**config.mk**
```make
export PLATFORM = sky130hd
export DESIGN_NAME = pvat_queue
export DESIGN_NICKNAME = d
export VERILOG_FILES = /design/src/rtl/core/pvat_pkg.sv /design/src/rtl/core/pvat_queue.sv
export VERILOG_INCLUDE_DIRS = /design/src /design/src/rtl/core
export SDC_FILE = /design/constraint.sdc
export NUM_CORES = 1
export LEC_CHECK = 0
export BUFFER_PORTS_ARGS = -buffer_cell sky130_fd_sc_hd__buf_2
export CORE_ASPECT_RATIO = 0.9
export CORE_MARGIN = 1.5
export CORE_UTILIZATION = 43
export DETAILED_ROUTE_END_ITERATION = 7
export PLACE_DENSITY = 0.63
export SLEW_MARGIN = 20
export SYNTH_ARGS = -nofsm -noshare
export SYNTH_HDL_FRONTEND = slang
export SYNTH_SLANG_ARGS = --single-unit
```
**constraint.sdc**
```tcl
create_clock -name clk -period 5.54 [get_ports clk]
set_clock_uncertainty 0.2 [all_clocks]
set_input_delay 0.554 -clock clk [delete_from_list [all_inputs] [get_ports clk]]
set_output_delay 0.554 -clock clk [all_outputs]
set_load 0.01 [all_outputs]
```
**src/rtl/core/assert_macros.svh**
```systemverilog
// assertion macros shared by the vertex transform rtl
// expects clk and rst_n in the scope of every use
`ifndef ASSERT_MACROS_SVH
`define ASSERT_MACROS_SVH

// condition holds whenever the antecedent holds in the same cycle
`define PVAT_IMPLY(label, ante, cons, msg) \
    label: assert property (@(posedge clk) disable iff (!rst_n) (ante) |-> (cons)) \
        else $error(msg);

// condition holds in the cycle after the antecedent
`define PVAT_NEXT(label, ante, cons, msg) \
    label: assert property (@(posedge clk) disable iff (!rst_n) (ante) |=> (cons)) \
        else $error(msg);

`endif

```
**src/rtl/core/pvat_pkg.sv**
```systemverilog
// shared widths, codes, types and helper functions of the vertex transform
// no dependencies
package pvat_pkg;

    localparam int COORD_FRAC_BITS = 8;
    localparam int TRIG_FRAC_BITS  = 14;

    localparam int COORD_W    = 24;
    localparam int PIV_W      = 16;
    localparam int FACT_W     = 16;
    localparam int MODE_W     = 3;
    localparam int CFG_IDX_W  = 3;
    localparam int CFG_DATA_W = 24;

    localparam int PIVC_W = PIV_W + COORD_FRAC_BITS;
    localparam int DIFF_W = ((PIVC_W > COORD_W) ? PIVC_W : COORD_W) + 1;
    localparam int DIR_W  = COORD_W + 1;
    localparam int PROD_W = FACT_W + DIFF_W;
    localparam int RES_W  = PROD_W + 2;

    localparam int QUEUE_DEPTH = 4;
    localparam int QPTR_W      = $clog2(QUEUE_DEPTH);
    localparam int QCNT_W      = $clog2(QUEUE_DEPTH + 1);

    localparam logic [MODE_W-1:0] MODE_SCALE     = 3'd0;
    localparam logic [MODE_W-1:0] MODE_REFLECT_X = 3'd1;
    localparam logic [MODE_W-1:0] MODE_REFLECT_Y = 3'd2;
    localparam logic [MODE_W-1:0] MODE_SWAP      = 3'd3;
    localparam logic [MODE_W-1:0] MODE_SWAP_NEG  = 3'd4;
    localparam logic [MODE_W-1:0] MODE_ROTATE    = 3'd5;
    localparam logic [MODE_W-1:0] MODE_TRANSLATE = 3'd6;

    localparam logic [CFG_IDX_W-1:0] CFG_MODE    = 3'd0;
    localparam logic [CFG_IDX_W-1:0] CFG_SCALE_X = 3'd1;
    localparam logic [CFG_IDX_W-1:0] CFG_SCALE_Y = 3'd2;
    localparam logic [CFG_IDX_W-1:0] CFG_COS     = 3'd3;
    localparam logic [CFG_IDX_W-1:0] CFG_SIN     = 3'd4;
    localparam logic [CFG_IDX_W-1:0] CFG_SHIFT_X = 3'd5;
    localparam logic [CFG_IDX_W-1:0] CFG_SHIFT_Y = 3'd6;

    localparam logic signed [FACT_W-1:0] SCALE_RESET = 16'sd1;
    localparam logic signed [FACT_W-1:0] COS_RESET   = 16'sd16384;

    localparam logic [COORD_W-1:0] FRAC_MASK = COORD_W'((1 << COORD_FRAC_BITS) - 1);
    localparam logic signed [COORD_W:0] PIV_HI = (COORD_W + 1)'(32767);
    localparam logic signed [COORD_W:0] PIV_LO = (COORD_W + 1)'(-32768);
    localparam logic signed [COORD_W-1:0] OUT_MAX = COORD_W'(8388607);
    localparam logic signed [COORD_W-1:0] OUT_MIN = COORD_W'(-8388608);
    localparam logic signed [RES_W-1:0] RES_HI = RES_W'(8388607);
    localparam logic signed [RES_W-1:0] RES_LO = RES_W'(-8388608);
    localparam logic signed [RES_W-1:0] ROUND_HALF = RES_W'(1 << (TRIG_FRAC_BITS - 1));

    typedef enum logic [2:0] {
        OP_SCALE,
        OP_REFLECT_X,
        OP_REFLECT_Y,
        OP_SWAP,
        OP_SWAP_NEG,
        OP_ROTATE,
        OP_TRANSLATE,
        OP_PASS
    } op_t;

    typedef struct packed {
        logic signed [FACT_W-1:0]  scale_x;
        logic signed [FACT_W-1:0]  scale_y;
        logic signed [FACT_W-1:0]  cos_value;
        logic signed [FACT_W-1:0]  sin_value;
        logic signed [COORD_W-1:0] shift_x;
        logic signed [COORD_W-1:0] shift_y;
    } cfg_t;

    typedef struct packed {
        op_t                       op;
        logic signed [COORD_W-1:0] x;
        logic signed [COORD_W-1:0] y;
        logic signed [DIFF_W-1:0]  dx;
        logic signed [DIFF_W-1:0]  dy;
        logic signed [PIV_W-1:0]   piv_x;
        logic signed [PIV_W-1:0]   piv_y;
        logic                      last;
    } entry_t;

    typedef struct packed {
        logic signed [COORD_W-1:0] value;
        logic                      clipped;
    } clip_t;

    // integer part truncated toward zero, limited to the pivot range
    function automatic logic signed [PIV_W-1:0] pivot_of(input logic signed [COORD_W-1:0] c);
        logic signed [COORD_W:0] q;
        q = (COORD_W + 1)'(c >>> COORD_FRAC_BITS);
        if (c[COORD_W-1] && ((c & FRAC_MASK) != '0))
        begin
            q = q + (COORD_W + 1)'(1);
        end
        if (q > PIV_HI)
        begin
            return PIV_W'(PIV_HI);
        end
        if (q < PIV_LO)
        begin
            return PIV_W'(PIV_LO);
        end
        return q[PIV_W-1:0];
    endfunction

    function automatic clip_t clip(input logic signed [RES_W-1:0] v);
        clip_t r;
        if (v > RES_HI)
        begin
            r.value   = OUT_MAX;
            r.clipped = 1'b1;
        end
        else if (v < RES_LO)
        begin
            r.value   = OUT_MIN;
            r.clipped = 1'b1;
        end
        else
        begin
            r.value   = v[COORD_W-1:0];
            r.clipped = 1'b0;
        end
        return r;
    endfunction

endpackage

```
**src/rtl/core/pvat_queue.sv**
```systemverilog
// short queue of decoded vertices between front and back
// depends on pvat_pkg and assert_macros.svh
module pvat_queue (
    input  logic             clk,
    input  logic             rst_n,
    input  logic             push,
    input  pvat_pkg::entry_t entry_in,
    output logic             full,
    output logic             valid,
    output pvat_pkg::entry_t head,
    input  logic             pop
);
    import pvat_pkg::*;

    `include "assert_macros.svh"

    entry_t              mem_reg [QUEUE_DEPTH];
    logic [QPTR_W-1:0]   wr_ptr_reg;
    logic [QPTR_W-1:0]   rd_ptr_reg;
    logic [QCNT_W-1:0]   count_reg;
    logic [QPTR_W-1:0]   wr_ptr_next;
    logic [QPTR_W-1:0]   rd_ptr_next;
    logic [QCNT_W-1:0]   count_next;

    assign full  = (count_reg == QCNT_W'(QUEUE_DEPTH));
    assign valid = (count_reg != '0);
    assign head  = mem_reg[rd_ptr_reg];

    always_comb
    begin
        wr_ptr_next = push ? wr_ptr_reg + QPTR_W'(1) : wr_ptr_reg;
        rd_ptr_next = pop ? rd_ptr_reg + QPTR_W'(1) : rd_ptr_reg;
        count_next  = count_reg;
        if (push && !pop)
        begin
            count_next = count_reg + QCNT_W'(1);
        end
        else if (pop && !push)
        begin
            count_next = count_reg - QCNT_W'(1);
        end
    end

    always_ff @(posedge clk)
    begin
        if (push)
        begin
            mem_reg[wr_ptr_reg] <= entry_in;
        end
    end

    always_ff @(posedge clk or negedge rst_n)
    begin
        if (!rst_n)
        begin
            wr_ptr_reg <= '0;
            rd_ptr_reg <= '0;
            count_reg  <= '0;
        end
        else
        begin
            wr_ptr_reg <= wr_ptr_next;
            rd_ptr_reg <= rd_ptr_next;
            count_reg  <= count_next;
        end
    end

    `PVAT_NEXT(a_push_grows, push && !pop,
        count_reg == $past(count_reg) + QCNT_W'(1), "queue count lost a push")

    `PVAT_IMPLY(a_no_overflow, full, !push, "push into full queue")

endmodule

```
# [Word level (Yosys, flattened, before mapping)]
# Memory sizes are Yosys's and may differ from the RTL's.
# Index checks and enable logic that the tools add are counted.
[word_totals] ff_bits=7 latch_bits=0 ram_bits=536 mem_bits_ro=0 in_bits=138 out_inout_bits=136 word_cells=19 memories=1
[classes] add_sub_neg=4 mul=0 div_mod_pow=0 order_cmp=0 n_eq_ne=1 n_shift=0 mux=4 bitwise=0 reduce_logical=6
[memory_table] name="mem_reg" words=4 word_bits=134 read_ports=1 rd_ports_with_merged_regs=0 write_ports=1 line_no="pvat_queue.sv:17" rtl="entry_t mem_reg [QUEUE_DEPTH];"
[ops] cell="3-bit two-way mux" n=2
[ops] cell="2-bit by 1-bit adder with 2-bit output, second input constant" n=2
[ops] cell="3-bit by 1-bit adder with 3-bit output, second input constant" n=1
[ops] cell="3-bit equality test, second input constant" n=1
[ops] cell="3-bit nonzero test" n=1
[ops] cell="3-bit by 1-bit subtractor with 3-bit output, second input constant" n=1
[ops] cell="1-bit logical AND" n=2
[ops] cell="1-bit logical NOT" n=2
[ops] cell="1-bit two-way mux" n=2
[ops] cell="2-bit nonzero test" n=1

# [Logic depth before layout (Yosys ltp)]
[depth] ltp_word=4 mapped_depth=7 mapped_depth_nobuf=7

# [Least setup slack after synthesis]
# OpenSTA, ideal clock, no wires.
[synth_timing] path_type="reg-to-reg" startpoint="register wr_ptr_reg[0]" endpoint="memory mem_reg[2][0] (netlist name) (enable)" setup_ns=0.509 t_arrival_ns=3.687 required_ns=4.831 slack_ns=1.143 path_stages_with_launch=4 n_path_buf=0 synth_period_minus_slack_ns=4.397 cell_sequence="dfrtp_1 inv_1 ha_1 and2_1"
[synth_lines] item="start, declared" line_no="pvat_queue.sv:18" rtl="logic [QPTR_W-1:0] wr_ptr_reg;"
[synth_lines] item="start signal, assigned" line_no="pvat_queue.sv:62" rtl="wr_ptr_reg <= wr_ptr_next;"
[synth_lines] item="end, declared" line_no="pvat_queue.sv:17"
# Straight into the memory's write port.

==> impl_metrics.tcl <==
set metrics [dict create \
    status "finished clean" \
    cp_max_fo 58 \
    synth_largest_area_cell "edfxtp_1" \
    finalHoldViolations 0 \
    wirelength_um 38400 \
    grt_overflow 0 \
    hpwlAfterDp_um 21700 \
    antenna_found_initial 3 \
    syn_area_um2 19700 \
    fmax_mhz 288 \
    finalSetupViolCount 0 \
    initialDrtViolationCount 528 \
    drive_gt1_frac 0.404 \
    numCtsBuffers 54 \
    syn_area_per_cell_um2 26.8 \
    startpoint_type "register" \
    ant_nets 0 \
    initial_core_util 0.435 \
    crit_required_ns 4.79 \
    vias_per_cell 5.03 \
    endpoint_kind "output port" \
    max_cap_violations 0 \
    nNetsFinal 1325 \
    grt_pass1_vias 10100 \
    ys_seq_elements 543 \
    hp-class "in -> reg" \
    grt_pass1_wl_um 58400 \
    yosysWarnings 0 \
    ctsHtreeMaxLevel 2 \
    p_per_area_nw_per_um2 504 \
    final_max_slew_viol_count 0 \
    grt_use_total 0.164 \
    dr.pass1.iters 4 \
    cts_tree "yes" \
    synth_area_leaders "edfxtp_1 82%, mux4_2 15%, dfrtp_1 0.89%" \
    synth_top_area_share 0.818 \
    ys_types 19 \
    critical_path_class "reg -> out" \
    largest_reg_flops 536 \
    path_cells "buf_12, mux4_2, buf_2" \
    wire_per_inst_um 21.0 \
    dr_total_vias 9201 \
    clkTransAtPathRegs_ns 0.06 \
    slowest_stage "dfrtp_4" \
    slew_headroom 0.308 \
    power_uw 12500 \
    grt_max_degree 98 \
    clock_path_buffers 3 \
    area.sequential_um2 16300 \
    cts_root_buf "clkbuf_16" \
    rows 74 \
    die_h_um 206 \
    gp_congestion 0.666 \
    cts.sinks 543 \
    setup_tns_ns 0 \
    vdd_drop_max_mv 0.362 \
    portBuffers 273 \
    multiInputGateArea_um2 3230 \
    critPathArrivalTime_ns 2.72 \
    period_minus_slack_ns 3.47 \
    die_x_um 229 \
    rsz0062_at_grt "no" \
    area_growth_pct 25.9 \
    slowest_delay_ns 0.83 \
    clock_latency_ns 0.59 \
    io_pins 274 \
    post-route-period-util 0.626 \
    syn_nets 878 \
    syn-instance-count 734 \
    tightest_slew_ns 1.04 \
    post_cts_resized 0 \
    synth_seq_area_share 0.826 \
    p_leak_uw 0.00847 \
    fp.dieArea_um2 47100 \
    drc_errors 0 \
    core_um2 45300 \
    n_fill_cell 3427 \
]
## metal layers
layer | wire, um | global-route usage | up-vias
met5 | 15 | 0 | -
met4 | 707 | 0.0506 | 2
met3 | 2850 | 0.0498 | 53
met2 | 18800 | 0.268 | 268
met1 | 16000 | 0.212 | 4793
li1 | - | - | 4085
## where the power goes
group,leakage (uW),switching [uW],internal (uW)
Clock,0.000777,1430,1910
Sequential,0.00500,285,5370
Combinational,0.00269,1860,1640
Total,0.00847,3580,8920
## path summary, 6_finish.rpt
kind | start | to | cells past startpoint | slack (ns)
worst max-delay path | rd_ptr_reg[0]$_DFFE_PN0P_ | head[37] | 3 | 2.07
worst min register to register | count_reg[2]$_DFFE_PN0P_ | count_reg[2]$_DFFE_PN0P_ | 1 | 0.28
worst max register to register | wr_ptr_reg[1]$_DFFE_PN0P_ | mem_reg[1][53]$_DFFE_PP_ | 4 | 2.91
min in group asynchronous | rst_n | count_reg[1]$_DFFE_PN0P_ | 2 | 0.12
max in group asynchronous | rst_n | rd_ptr_reg[0]$_DFFE_PN0P_ | 2 | 4.85
worst min-delay path | push | wr_ptr_reg[0]$_DFFE_PN0P_ | 2 | 0.06
## critical path: cells and delay by family (launching register included)
kind	cells	cell delay, ns
buf+inv	2	0.67
flops	1	0.83
mux	1	0.58
## Yosys cell counts, drive strengths merged
cell    number
edfxtp     536
mux4       134
buf         23
clkbuf       7
dfrtp        7
ha           5
and2         4
inv          4
xor2         4
nand2        2
xnor2        2
fa           1
mux2         1
nor2         1
nor3b        1
o21ai        1
or3          1
## cells by family (layout without fill, tap and decap cells)
logic type,after synthesis,in the layout,share of synthesized area
DFF,543,543,0.826
muxes,135,135,0.154
buffers and inverters,34,519,0.00998
and+or+nand+nor,9,9,0.00254
adders and majority gates,6,6,0.00419
xor gates and xnor gates,6,6,0.00267
AOI/OAI and AO/OA,1,1,0.000254
other,0,3,0
## stage by stage
step	cell area (um2)	hold slack (ns)	setup slack (ns)	utilization	std cells
floorplan	19700	0.0584	1.14	-	734
global placement	21800	0.193	2.61	0.482	1597
detailed placement	21800	0.195	2.60	0.482	1597
CTS	24800	0.0248	1.95	0.547	1827
global route	24800	0.0512	1.87	0.547	1828
finish	24800	0.0603	2.07	0.547	1830
## timing repair
item	CTS	global route
setup buffers	0	0
hold endpoints to repair	544	0
hold buffers	136	0
## area by class of cell
| class | count | area share |
|---|---|---|
| sequential | 543 | 0.657 |
| multi-input combinational | 157 | 0.130 |
| timing repair buffer | 421 | 0.116 |
| clock buffer | 78 | 0.0619 |
| tap | 608 | 0.0307 |
| clock inverter | 16 | 0.00323 |
| inverter | 4 | 0.000606 |
| antenna | 3 | 0.000303 |
## layout by cell type, fill, tap and decap left out, drive strengths merged, types with 2 or more instances in the layout
| cell type | instances |
|---|---|
| xnor2 | 2 |
| clkinv | 14 |
| edfxtp | 536 |
| and2 | 4 |
| buf | 285 |
| dfrtp | 7 |
| nand2 | 2 |
| mux4 | 134 |
| clkbuf | 78 |
| inv | 4 |
| ha | 5 |
| xor2 | 4 |
| dlygate4sd3 | 136 |
| diode | 3 |
| clkinvlp | 2 |
(Power assumes the default switching activity.)
