<file path="config.mk">
export PLATFORM = sky130hd
export DESIGN_NAME = pvat_front
export DESIGN_NICKNAME = d
export VERILOG_FILES = /design/src/rtl/core/pvat_pkg.sv /design/src/rtl/core/pvat_front.sv
export VERILOG_INCLUDE_DIRS = /design/src /design/src/rtl/core
export SDC_FILE = /design/constraint.sdc
export NUM_CORES = 1
export LEC_CHECK = 0
export ABC_AREA = 1
export BUFFER_PORTS_ARGS = -buffer_cell sky130_fd_sc_hd__buf_2
export CAP_MARGIN = 25
export CORE_AREA = 2 2 101 103
export CTS_CLUSTER_SIZE = 30
export DETAILED_ROUTE_END_ITERATION = 10
export DIE_AREA = 0 0 103 105
export GPL_TIMING_DRIVEN = 0
export PLACE_DENSITY = 0.92
export SLEW_MARGIN = 20
export SYNTH_ARGS = -nofsm -noshare
export SYNTH_HDL_FRONTEND = slang
export SYNTH_SLANG_ARGS = --single-unit
export TNS_END_PERCENT = 50
</file>
<file path="constraint.sdc">
create_clock -name clk -period 3.7 [get_ports clk]
set_clock_uncertainty 0.05 [all_clocks]
set_input_delay 0.185 -clock clk [delete_from_list [all_inputs] [get_ports clk]]
set_output_delay 0.185 -clock clk [all_outputs]
set_load 0.02 [all_outputs]
</file>
<file path="src/rtl/core/assert_macros.svh">
// assertion macros shared by the vertex transform rtl
// expects clk and rst_n in the scope of every use
`ifndef ASSERT_MACROS_SVH
`define ASSERT_MACROS_SVH

// condition holds whenever the antecedent holds in the same cycle
`define PVAT_IMPLY(label, ante, cons, msg) \
    label: assert property (@(posedge clk) disable iff (!rst_n) (ante) |-> (cons)) \
        else $error(msg);

// condition holds in the cycle after the antecedent
`define PVAT_NEXT(label, ante, cons, msg) \
    label: assert property (@(posedge clk) disable iff (!rst_n) (ante) |=> (cons)) \
        else $error(msg);

`endif

</file>
<file path="src/rtl/core/pvat_pkg.sv">
// shared widths, codes, types and helper functions of the vertex transform
// no dependencies
package pvat_pkg;

    localparam int COORD_FRAC_BITS = 8;
    localparam int TRIG_FRAC_BITS  = 14;

    localparam int COORD_W    = 24;
    localparam int PIV_W      = 16;
    localparam int FACT_W     = 16;
    localparam int MODE_W     = 3;
    localparam int CFG_IDX_W  = 3;
    localparam int CFG_DATA_W = 24;

    localparam int PIVC_W = PIV_W + COORD_FRAC_BITS;
    localparam int DIFF_W = ((PIVC_W > COORD_W) ? PIVC_W : COORD_W) + 1;
    localparam int DIR_W  = COORD_W + 1;
    localparam int PROD_W = FACT_W + DIFF_W;
    localparam int RES_W  = PROD_W + 2;

    localparam int QUEUE_DEPTH = 4;
    localparam int QPTR_W      = $clog2(QUEUE_DEPTH);
    localparam int QCNT_W      = $clog2(QUEUE_DEPTH + 1);

    localparam logic [MODE_W-1:0] MODE_SCALE     = 3'd0;
    localparam logic [MODE_W-1:0] MODE_REFLECT_X = 3'd1;
    localparam logic [MODE_W-1:0] MODE_REFLECT_Y = 3'd2;
    localparam logic [MODE_W-1:0] MODE_SWAP      = 3'd3;
    localparam logic [MODE_W-1:0] MODE_SWAP_NEG  = 3'd4;
    localparam logic [MODE_W-1:0] MODE_ROTATE    = 3'd5;
    localparam logic [MODE_W-1:0] MODE_TRANSLATE = 3'd6;

    localparam logic [CFG_IDX_W-1:0] CFG_MODE    = 3'd0;
    localparam logic [CFG_IDX_W-1:0] CFG_SCALE_X = 3'd1;
    localparam logic [CFG_IDX_W-1:0] CFG_SCALE_Y = 3'd2;
    localparam logic [CFG_IDX_W-1:0] CFG_COS     = 3'd3;
    localparam logic [CFG_IDX_W-1:0] CFG_SIN     = 3'd4;
    localparam logic [CFG_IDX_W-1:0] CFG_SHIFT_X = 3'd5;
    localparam logic [CFG_IDX_W-1:0] CFG_SHIFT_Y = 3'd6;

    localparam logic signed [FACT_W-1:0] SCALE_RESET = 16'sd1;
    localparam logic signed [FACT_W-1:0] COS_RESET   = 16'sd16384;

    localparam logic [COORD_W-1:0] FRAC_MASK = COORD_W'((1 << COORD_FRAC_BITS) - 1);
    localparam logic signed [COORD_W:0] PIV_HI = (COORD_W + 1)'(32767);
    localparam logic signed [COORD_W:0] PIV_LO = (COORD_W + 1)'(-32768);
    localparam logic signed [COORD_W-1:0] OUT_MAX = COORD_W'(8388607);
    localparam logic signed [COORD_W-1:0] OUT_MIN = COORD_W'(-8388608);
    localparam logic signed [RES_W-1:0] RES_HI = RES_W'(8388607);
    localparam logic signed [RES_W-1:0] RES_LO = RES_W'(-8388608);
    localparam logic signed [RES_W-1:0] ROUND_HALF = RES_W'(1 << (TRIG_FRAC_BITS - 1));

    typedef enum logic [2:0] {
        OP_SCALE,
        OP_REFLECT_X,
        OP_REFLECT_Y,
        OP_SWAP,
        OP_SWAP_NEG,
        OP_ROTATE,
        OP_TRANSLATE,
        OP_PASS
    } op_t;

    typedef struct packed {
        logic signed [FACT_W-1:0]  scale_x;
        logic signed [FACT_W-1:0]  scale_y;
        logic signed [FACT_W-1:0]  cos_value;
        logic signed [FACT_W-1:0]  sin_value;
        logic signed [COORD_W-1:0] shift_x;
        logic signed [COORD_W-1:0] shift_y;
    } cfg_t;

    typedef struct packed {
        op_t                       op;
        logic signed [COORD_W-1:0] x;
        logic signed [COORD_W-1:0] y;
        logic signed [DIFF_W-1:0]  dx;
        logic signed [DIFF_W-1:0]  dy;
        logic signed [PIV_W-1:0]   piv_x;
        logic signed [PIV_W-1:0]   piv_y;
        logic                      last;
    } entry_t;

    typedef struct packed {
        logic signed [COORD_W-1:0] value;
        logic                      clipped;
    } clip_t;

    // integer part truncated toward zero, limited to the pivot range
    function automatic logic signed [PIV_W-1:0] pivot_of(input logic signed [COORD_W-1:0] c);
        logic signed [COORD_W:0] q;
        q = (COORD_W + 1)'(c >>> COORD_FRAC_BITS);
        if (c[COORD_W-1] && ((c & FRAC_MASK) != '0))
        begin
            q = q + (COORD_W + 1)'(1);
        end
        if (q > PIV_HI)
        begin
            return PIV_W'(PIV_HI);
        end
        if (q < PIV_LO)
        begin
            return PIV_W'(PIV_LO);
        end
        return q[PIV_W-1:0];
    endfunction

    function automatic clip_t clip(input logic signed [RES_W-1:0] v);
        clip_t r;
        if (v > RES_HI)
        begin
            r.value   = OUT_MAX;
            r.clipped = 1'b1;
        end
        else if (v < RES_LO)
        begin
            r.value   = OUT_MIN;
            r.clipped = 1'b1;
        end
        else
        begin
            r.value   = v[COORD_W-1:0];
            r.clipped = 1'b0;
        end
        return r;
    endfunction

endpackage

</file>
<file path="src/rtl/core/pvat_front.sv">
// front end: takes vertex transfers, tracks the pivot and decodes the mode
// depends on pvat_pkg and assert_macros.svh
module pvat_front (
    input  logic                                 clk,
    input  logic                                 rst_n,
    input  logic [pvat_pkg::MODE_W-1:0]          mode,
    input  logic                                 in_valid,
    output logic                                 in_stall,
    input  logic signed [pvat_pkg::COORD_W-1:0]  x_in,
    input  logic signed [pvat_pkg::COORD_W-1:0]  y_in,
    input  logic                                 first_vertex,
    input  logic                                 last_vertex,
    input  logic                                 q_full,
    output logic                                 push,
    output pvat_pkg::entry_t                     entry
);
    import pvat_pkg::*;

    `include "assert_macros.svh"

    logic signed [PIV_W-1:0] pivot_x_reg;
    logic signed [PIV_W-1:0] pivot_y_reg;
    logic signed [PIV_W-1:0] pivot_x_next;
    logic signed [PIV_W-1:0] pivot_y_next;
    op_t                     op;

    assign in_stall = q_full;
    assign push     = in_valid && !q_full;

    always_comb
    begin
        pivot_x_next = pivot_x_reg;
        pivot_y_next = pivot_y_reg;
        if (first_vertex)
        begin
            pivot_x_next = pivot_of(x_in);
            pivot_y_next = pivot_of(y_in);
        end
    end

    always_comb
    begin
        unique case (mode)
            MODE_SCALE:     op = OP_SCALE;
            MODE_REFLECT_X: op = OP_REFLECT_X;
            MODE_REFLECT_Y: op = OP_REFLECT_Y;
            MODE_SWAP:      op = OP_SWAP;
            MODE_SWAP_NEG:  op = OP_SWAP_NEG;
            MODE_ROTATE:    op = OP_ROTATE;
            MODE_TRANSLATE: op = OP_TRANSLATE;
            default:        op = OP_PASS;
        endcase
    end

    always_comb
    begin
        entry.op    = op;
        entry.x     = x_in;
        entry.y     = y_in;
        entry.dx    = DIFF_W'(x_in) - (DIFF_W'(pivot_x_next) <<< COORD_FRAC_BITS);
        entry.dy    = DIFF_W'(y_in) - (DIFF_W'(pivot_y_next) <<< COORD_FRAC_BITS);
        entry.piv_x = pivot_x_next;
        entry.piv_y = pivot_y_next;
        entry.last  = last_vertex;
    end

    always_ff @(posedge clk or negedge rst_n)
    begin
        if (!rst_n)
        begin
            pivot_x_reg <= '0;
            pivot_y_reg <= '0;
        end
        else if (push)
        begin
            pivot_x_reg <= pivot_x_next;
            pivot_y_reg <= pivot_y_next;
        end
    end

    `PVAT_NEXT(a_pivot_capture, push && first_vertex,
        pivot_x_reg == $past(pivot_of(x_in)) && pivot_y_reg == $past(pivot_of(y_in)),
        "pivot not captured on first vertex")

endmodule

</file>
Word level (Yosys, flattened, before mapping)
Index checks and enable logic that the tools add are counted.

word-level totals
  bits in registers = 32
  input bits = 57
  output and inout port bits = 136
  word-level logic and storage cells = 48

operators by class
  add/sub/neg operators = 4
  magnitude comparators = 4
  equal/unequal tests = 6
  multiplexer cells = 25
  reductions and logical operators = 7

operators with widths
  operator                                                                           number
  16-bit two-way mux                                                                 10
  25-bit two-way mux                                                                 4
  25-bit by 16-bit greater-than comparator with 1-bit output, second input constant  2
  25-bit by 16-bit less-than comparator with 1-bit output, second input constant     2
  24-bit by 24-bit subtractor with 25-bit output                                     2
  24-bit nonzero test                                                                2
  16-bit by 2-bit adder with 17-bit output, second input constant                    2
  3-bit case mux with 7 select lines                                                 1
  1-bit two-way mux                                                                  10
  3-bit equality test, second input constant                                         3
  3-bit by 2-bit equality test with 1-bit output, second input constant              2
  3-bit by 1-bit equality test with 1-bit output, second input constant              1
  1-bit logical AND                                                                  3
  3-bit logical NOT                                                                  1
  1-bit logical NOT                                                                  1

Depth between registers and ports, before layout
Gate-level depths: netlist (run 1).

  depth in word-level cells = 13
  gate-level depth with buffers = 25
  gate-level depth less buffers = 25

Least setup slack after synthesis (run 1)
No wires, ideal clock.

  path type = input to output
  from = input port y_in[1] (netlist name)
  to = output port entry[49] (netlist name)
  arrival time = 3.351 ns
  data required time = 3.465 ns
  slack = 0.114 ns
  stages on the path = 20
  buffers on the path = 0
  path through = nor2_1 -> nand2_1 -> nor2_1 -> nor2_2 -> nand2_2 -> nor2_1 -> nand2_1 -> a21oi_2 -> inv_1 -> o22ai_1 -> inv_1 -> ha_1 -> fa_1 -> o21ai_0 -> a21oi_1 -> o21bai_1 -> nand3_1 -> nand3_1 -> nand2_1 -> xor2_1

RTL lines
  item         RTL line          source
  from (decl)  pvat_front.sv:10  input logic signed [pvat_pkg::COORD_W-1:0] y_in,
  to (decl)    pvat_front.sv:15  output pvat_pkg::entry_t entry

==> impl_results.md, run 1 <==
* Fraction of registers with async set or reset after synthesis at 1.00
* Flip-flop and latch count after synthesis at 32
* Yosys top cell area share at 0.172
* Nets at about 1100
* Data arrival, critical path at about 3.3 ns
* Count leader, synth: nand2_1
* Final worst slack at between 0.1 and 0.15 ns
* WHS Path Cells at 4
* Final ANT Viol Nets at 0
* Sequential element share of the synthesized area at 0.170
* Initial antenna violation count at 0
* Syn nets at between 800 and 900
* Buffers added on ports at about 190
* Peak VDD IR at 0.184 mV
* Req. time, crit path at 3.46 ns
* Sequence of cells on the critical path: buf_2 -> nand2_1 -> nor2_1 -> nand3_2 -> nor2_4 -> nand2_2 -> a21oi_4 -> inv_2 -> o22ai_2 -> inv_2 -> ha_2 -> fa_2 -> o21ai_2 -> a21oi_1 -> o21bai_2 -> nand3_1 -> nand3_2 -> nand3_1 -> nand2_1 -> nand2_1 -> nand2_1 -> buf_2
* H-tree level count at 2
* Area leader, netlist: nand2_1
* Synth Area in Compound Gates at 0.138
* DRT Pass-1 Iters at 5
* Final setup vio count at 0
* CP Launch Type: input pin
* Crit end category: output port
* Detailed Route WL at 15100 um
* Vias at approximately 5700
* Dpl hpwl at roughly 12000 um
* Avg Cell Area, Syn at slightly above 6 um^2
* Fin crit share at 0.960
* DIE AREA at around 0.011 mm^2
* Share of post-route cells with drive strength above 1 at 0.349
* Clock buffer depth at 2
* Total CTS buffers at 5
* Synthesized instance count at 766
* R2r startpoint: pivot_y_reg[6]
* P&R area growth vs syn at 33.7%
* RSZ-0062 raised after global routing: true
* Vias in the first global route at slightly above 5000
* DRT iter0 DRCs at 333
* Setup_tns at 0 ns
* Ys flop type: dfrtp_1
* Synth Cell Area at 0.00472 mm^2
* PD cells at between 300 and 400 mW/mm^2
* Slew margin rel. at 0.519
* # fillers at roughly 900
* Slowest stage delay, CP at around 0.40 ns
* Worst Setup Path Type: input pin to output port
* Tot GR Track Use at 0.260
* Post-Synth Adder-Cell Area at 0.0880
* Post-synthesis mux area share at 0
* Post-synth EDFFs at 0
* Max-cap violations at 0
* # IOs at ~190
* R2R Path End: pivot_y_reg[6]
* Crit path time final at ~3.6 ns
* Vias per inst at a little over 5
* Hold Crit Endpoint: pivot_x_reg[0]
* Top cells by count, synth: 216 x nand2_1, 97 x inv_1, 66 x buf_4, 63 x nor2_1, 56 x o21ai_0
* Count of cell types in the netlist at 37
* Leakage at about 3.5 nW
* Die Y at 105 um
* Core area at 0.00964 mm^2
* # DRC at 0
* Worst-skew pair later-pin latency at between 0.2 and 0.3 ns
* Inserted Diodes at 0
* R2R cell count at 3
* Worst slack at placement at -0.619 ns
* GRT overflow at 0
* Hold WC Path Type: input pin to flop
* Initial core utilization at 0.490
* Fmax at between 0.2 and 0.3 GHz
* Synth Area in XOR/XNOR at 0.0687
* Synth area leaders: nand2_1 17%, dfrtp_1 17%, buf_4 10%
* Die width at about 100 um
* Sink Count at 32
* Share of synthesized cell area in and, or, nand and nor gates at 0.340
* Hold Startpoint: q_full
* R2r setup slk at between 2 and 3 ns
* Critical-path top delay cell: fa_2
* Root buf cell: clkbuf_8
* Cell row count at 36
* Status: completed
* Pins Over Slew Limit at 0
* First-pass GRT wire length at ~23000 um
* GPL Wtd Cong at between 0.9 and 1
* Synthesis Warnings at 0
* Pin count of the biggest net entering global routing at 33
* Reg clk slew, reported paths at about 0.060 ns
* Largest family of logic cells by synthesized area: simple AND/OR/NAND/NOR gates
* CP most frequent cell: nand2_1
* Slew @ Worst Pin at around 0.72 ns
* Routed length per instance at ~14 um
* CTS tree: yes
* Largest fanout on the critical path at 7
* Fin. Hold Viols at 0
[cells in the final DEF, fill, tap and decap left out, types with 3 or more instances in the layout]
master,count
nor3_1,7
inv_1,94
o22ai_1,4
ha_4,3
clkbuf_4,3
a21o_1,3
buf_4,90
nand2_2,13
nand3b_1,4
o21ai_1,4
clkbuf_1,13
nand2_1,210
dfrtp_1,32
ha_1,25
clkbuf_8,7
o21a_1,12
o21bai_1,3
nor3_2,3
nand4_1,13
a21oi_1,24
o21ai_0,52
nor2_2,8
nand3_1,39
xnor2_1,12
nand3_2,6
xor2_1,25
nor2_4,7
nor2_1,54
inv_2,4
buf_2,180
[area by class of cell]
cell class	instances	area, um^2	share of cell area
plain buffers	80	556	0.0880
clock buffers	7	96.3	0.0153
clock inverters	1	30.0	0.00476
inverters	98	368	0.0583
multi-input cells	556	3180	0.504
flip-flops and latches	32	801	0.127
well taps	133	166	0.0264
repair buffers	208	1110	0.176
[metal layers]
layer | wire (um) | share of wire | vias up | track usage
met5 | 0 | 0 | - | 0
met2 | 7340 | 0.49 | 314 | 0.463
met4 | 352 | 0.023 | 0 | 0.0705
met1 | 6100 | 0.40 | 2537 | 0.327
met3 | 1270 | 0.084 | 36 | 0.0268
li1 | - | - | 2822 | -
[metrics by stage]
stage               power (mW)  area [um^2]   util  hold slack, ns  cells
global placement          1.66         5820  0.604           0.220   1086
floorplan                 1.29         4720      -          -0.161    766
global route              2.29         6310  0.655           0.270   1115
CTS                       2.06         6040  0.626           0.228   1099
detailed placement        1.68         5820  0.604           0.225   1086
finish                    2.13         6310  0.655           0.222   1115
[worst max-delay path, delay by kind of cell]
| kind | cells | cell delay, ns |
|---|---|---|
| fa+ha+maj | 2 | 0.59 |
| simple gates | 11 | 1.21 |
| compound gates | 5 | 0.82 |
| buf+inv | 4 | 0.49 |
[power breakdown]
group | internal (mW) | switching [mW] | leakage [nW] | total [mW]
registers | 0.406 | 0.0304 | 0.397 | 0.437
clock network | 0.238 | 0.128 | 0.0645 | 0.366
logic | 0.487 | 0.837 | 3.06 | 1.32
total | 1.13 | 0.996 | 3.52 | 2.13
[cells by family after synthesis]
kind of cell	Yosys count
and+or+nand+nor	371
buffers and inverters	178
AOI/OAI and AO/OA	116
xor gates and xnor gates	37
adders and majority gates	32
DFF	32
[what timing repair did]
action                                 in CTS  in global routing
endpoints found under the hold margin      32                  0
setup endpoints to repair                  13                 21
hold buffers                                1                  0
gates resized for setup                    15                 42
setup buffers                               4                 16
pin swaps                                   4                 23
[worst max path at each step]
| stage | startpoint | to | cells after the start |
|---|---|---|---|
| 2_1_floorplan | y_in[1] | entry[49] | 20 |
| 3_3_place_gp | y_in[5] | entry[51] | 24 |
| 3_5_place_dp | y_in[5] | entry[51] | 24 |
| 4_1_cts | y_in[10] | entry[51] | 24 |
| 5_1_grt | x_in[16] | entry[79] | 27 |
| 6_report | y_in[15] | entry[53] | 22 |
(Power assumes the default switching activity.)
==> run 2, diff against run 1 <==
Settings changed: ABC_AREA 1 to unset, CORE_AREA 2 2 101 103 to 2 2 98 100, DIE_AREA 0 0 103 105 to 0 0 100 102.
==> run 2 against run 1 <==
  * Via count fell by 5.0%
  * Core utilization rose by 9.5 points
  * Register-to-register slack got worse by 0.33 ns
  * Power rose by 9.1%
  * Flip-flop and latch count did not move
  * Clock-buffer cell count rose by 1
  * Die area fell by 5.7%
  * The run now ends with setup timing left
  * Fmax fell by 16%
  * Non-clock buffer count rose by 36
  * Area after synthesis fell by 6.6%
  * Combinational power rose by 20%
  * Worst setup slack got worse by 0.69 ns
==> impl_results.md, run 2 <==
* Top cells by count, synth: 68 x buf_4, 65 x nand2_1, 62 x o21ai_0, 53 x inv_1, 35 x a21oi_1
* # fillers at between 600 and 700
* Reg clk slew, reported paths at approximately 0.06 ns
* Routed length per instance at roughly 17 um
* Share of post-route cells with drive strength above 1 at 0.509
* Area leader, netlist: dfrtp_1
* Synthesized instance count at approximately 600
* Design area at slightly below 0.007 mm^2
* Crit path time final at between 4 and 5 ns
* Avg Cell Area, Syn at roughly 7.4 um^2
* Largest fanout on the critical path at 7
* Die width at about 100 um
* GRT overflow at 0
* Hold WC Path Type: input pin to flop
* Total CTS buffers at 5
* # IOs at 193
* Post-synth EDFFs at 0
* Count leader, synth: buf_4
* Worst-skew pair later-pin latency at 0.28 ns
* Nets at just over 900
* DIE AREA at between 0.01 and 0.015 mm^2
* Pin count of the biggest net entering global routing at 33
* Max-cap violations at 0
* CTS tree: yes
* Fmax at 0.236 GHz
* Fin. Hold Viols at 0
* Fin crit share at 1.15
* Status: finished, violations left
* Vias in the first global route at a little over 5000
* Synth Cell Area at 0.00441 mm^2
* Final worst slack at -0.543 ns
* RSZ-0062 raised after global routing: true
* Dpl hpwl at around 10000 um
* DP Cell Count at 890
* Count of cell types in the netlist at roughly 60
* Leakage at between 3 and 4 nW
* Cell row count at 35
* Die Y at 102 um
* Layout Cells excl Fill at roughly 950
* Sink Count at 32
* H-tree level count at 2
* DRT Pass-1 Iters at 5
* Final setup vio count at 17
* Commonest non-fill, non-tap cells in the layout: 152 x buf_2, 132 x buf_4, 62 x nand2_1
* Setup_tns at -6.03 ns
* Post-DP Area at 0.00570 mm^2
* Synthesis Warnings at 0
* Initial core utilization at 0.484
* DRT iter0 DRCs at between 400 and 500
* Data arrival, critical path at ~4.0 ns
* Pins Over Slew Limit at 0
* CP Launch Type: input pin
* Fraction of registers with async set or reset after synthesis at 1.00
* Most common cell after layout, fill and taps aside: buf_2
* Vias per inst at around 5.7
* Vias at roughly 5400
* Flip-flop and latch count after synthesis at 32
* Inserted Diodes at 0
* Failing checks: setup timing
* Syn nets at 683
* Hold Worst Slack at 0.408 ns
* Crit end category: output port
* GPL Wtd Cong at ~0.94
* Detailed Route WL at 16400 um
* Synth area leaders: dfrtp_1 18%, buf_4 12%, ha_1 8.5%
* Req. time, crit path at about 3.5 ns
* Final ANT Viol Nets at 0
* Peak VDD IR at between 0.2 and 0.3 mV
* Buffers added on ports at between 150 and 200
* PD cells at ~340 mW/mm^2
* Slew @ Worst Pin at 0.822 ns
* P&R area growth vs syn at 55.0%
* Yosys top cell area share at 0.182
* Core area at about 0.009 mm^2
* # DRC at 0
* Ys flop type: dfrtp_1
* Root buf cell: clkbuf_8
* Final Power at about 2.3 mW
* Slew margin rel. at 0.438
* Worst Setup Path Type: input pin to output port
* Clock buffer depth at 2
* First-pass GRT wire length at 24600 um
* Initial antenna violation count at 0
* Sequential element share of the synthesized area at 0.182
* Tot GR Track Use at 0.297
run 2: cell types whose count changed after synthesis, moves of 10 or more:
cell	previous run	this run
a31oi_1	1	11
inv_1	97	53
nand2_1	216	65
nand3_1	42	13
nor2_1	63	31
xnor2_1	12	33
run 2: what timing repair did:
| action | 4_1_cts | 5_1_grt |
|---|---|---|
| gates resized for setup | 115 | 37 |
| hold buffers | 1 | 0 |
| gates cloned | 0 | 0 |
| pin swaps | 59 | 27 |
| setup endpoints to repair | 22 | 19 |
| hold endpoints to repair | 32 | 0 |
| setup buffers | 44 | 9 |
run 2: critical path: stages:
cell	delay, ns
buf_8	0.10
or4_4	0.56
o21a_4	0.29
and3_1	0.19
clkbuf_1	0.20
nand3_1	0.18
xor2_1	0.24
nand2_1	0.08
o21ai_0	0.19
ha_1	0.42
a21o_1	0.22
a21o_1	0.22
a21o_1	0.24
a21oi_2	0.19
buf_4	0.14
nand3_2	0.08
o311ai_4	0.10
buf_6	0.15
run 2: logic make-up (layout without fill, tap and decap cells):
family / count (synthesis) / count (layout) / synth area share
fa+ha+maj: 33 / 33 / 0.0965
flops: 32 / 32 / 0.182
buf+inv: 142 / 385 / 0.180
compound gates: 157 / 157 / 0.219
mux: 9 / 9 / 0.0216
xor+xnor: 52 / 52 / 0.103
simple gates: 169 / 169 / 0.198
run 2: final cells by class:
cell class,count,area (um^2),share of cell area
inverters,53,199,0.0291
clock buffers,8,90.1,0.0132
flip-flops and latches,32,801,0.117
well taps,111,139,0.0203
repair buffers,238,1510,0.220
multi-input cells,420,3490,0.511
plain buffers,86,604,0.0884
run 2: report_power, final:
| part | internal [mW] | switching, mW | leakage (nW) |
|---|---|---|---|
| Clock | 0.152 | 0.131 | 0.0455 |
| Sequential | 0.410 | 0.0358 | 0.395 |
| Combinational | 0.676 | 0.915 | 2.93 |
run 2: through the flow:
step                 util  worst slack, ns
finish              0.750           -0.543
global route        0.750           -0.673
CTS                 0.723           -0.459
detailed placement  0.626            -1.04
global placement    0.626           -0.968
floorplan               -           -0.203
run 2: path summary, 6_finish.rpt:
path	startpoint	endpoint	slack, ns	cells after the start
max	y_in[6]	entry[55]	-0.54	18
min	x_in[15]	pivot_x_reg[7]	0.41	4
max reg2reg	pivot_y_reg[6]	pivot_y_reg[6]	2.24	4
min reg2reg	pivot_y_reg[14]	pivot_y_reg[14]	0.43	2
max in group asynchronous	rst_n	pivot_y_reg[2]	2.66	2
min in group asynchronous	rst_n	pivot_x_reg[0]	0.47	2
run 2: layer usage:
layer / wire length [um] / vias to the layer above / global-route usage
met1: 6120 / 2557 / 0.376
met4: 617 / 0 / 0.0822
met2: 8410 / 317 / 0.532
met5: 0 / - / 0
li1: - / 2480 / -
met3: 1230 / 72 / 0.0404
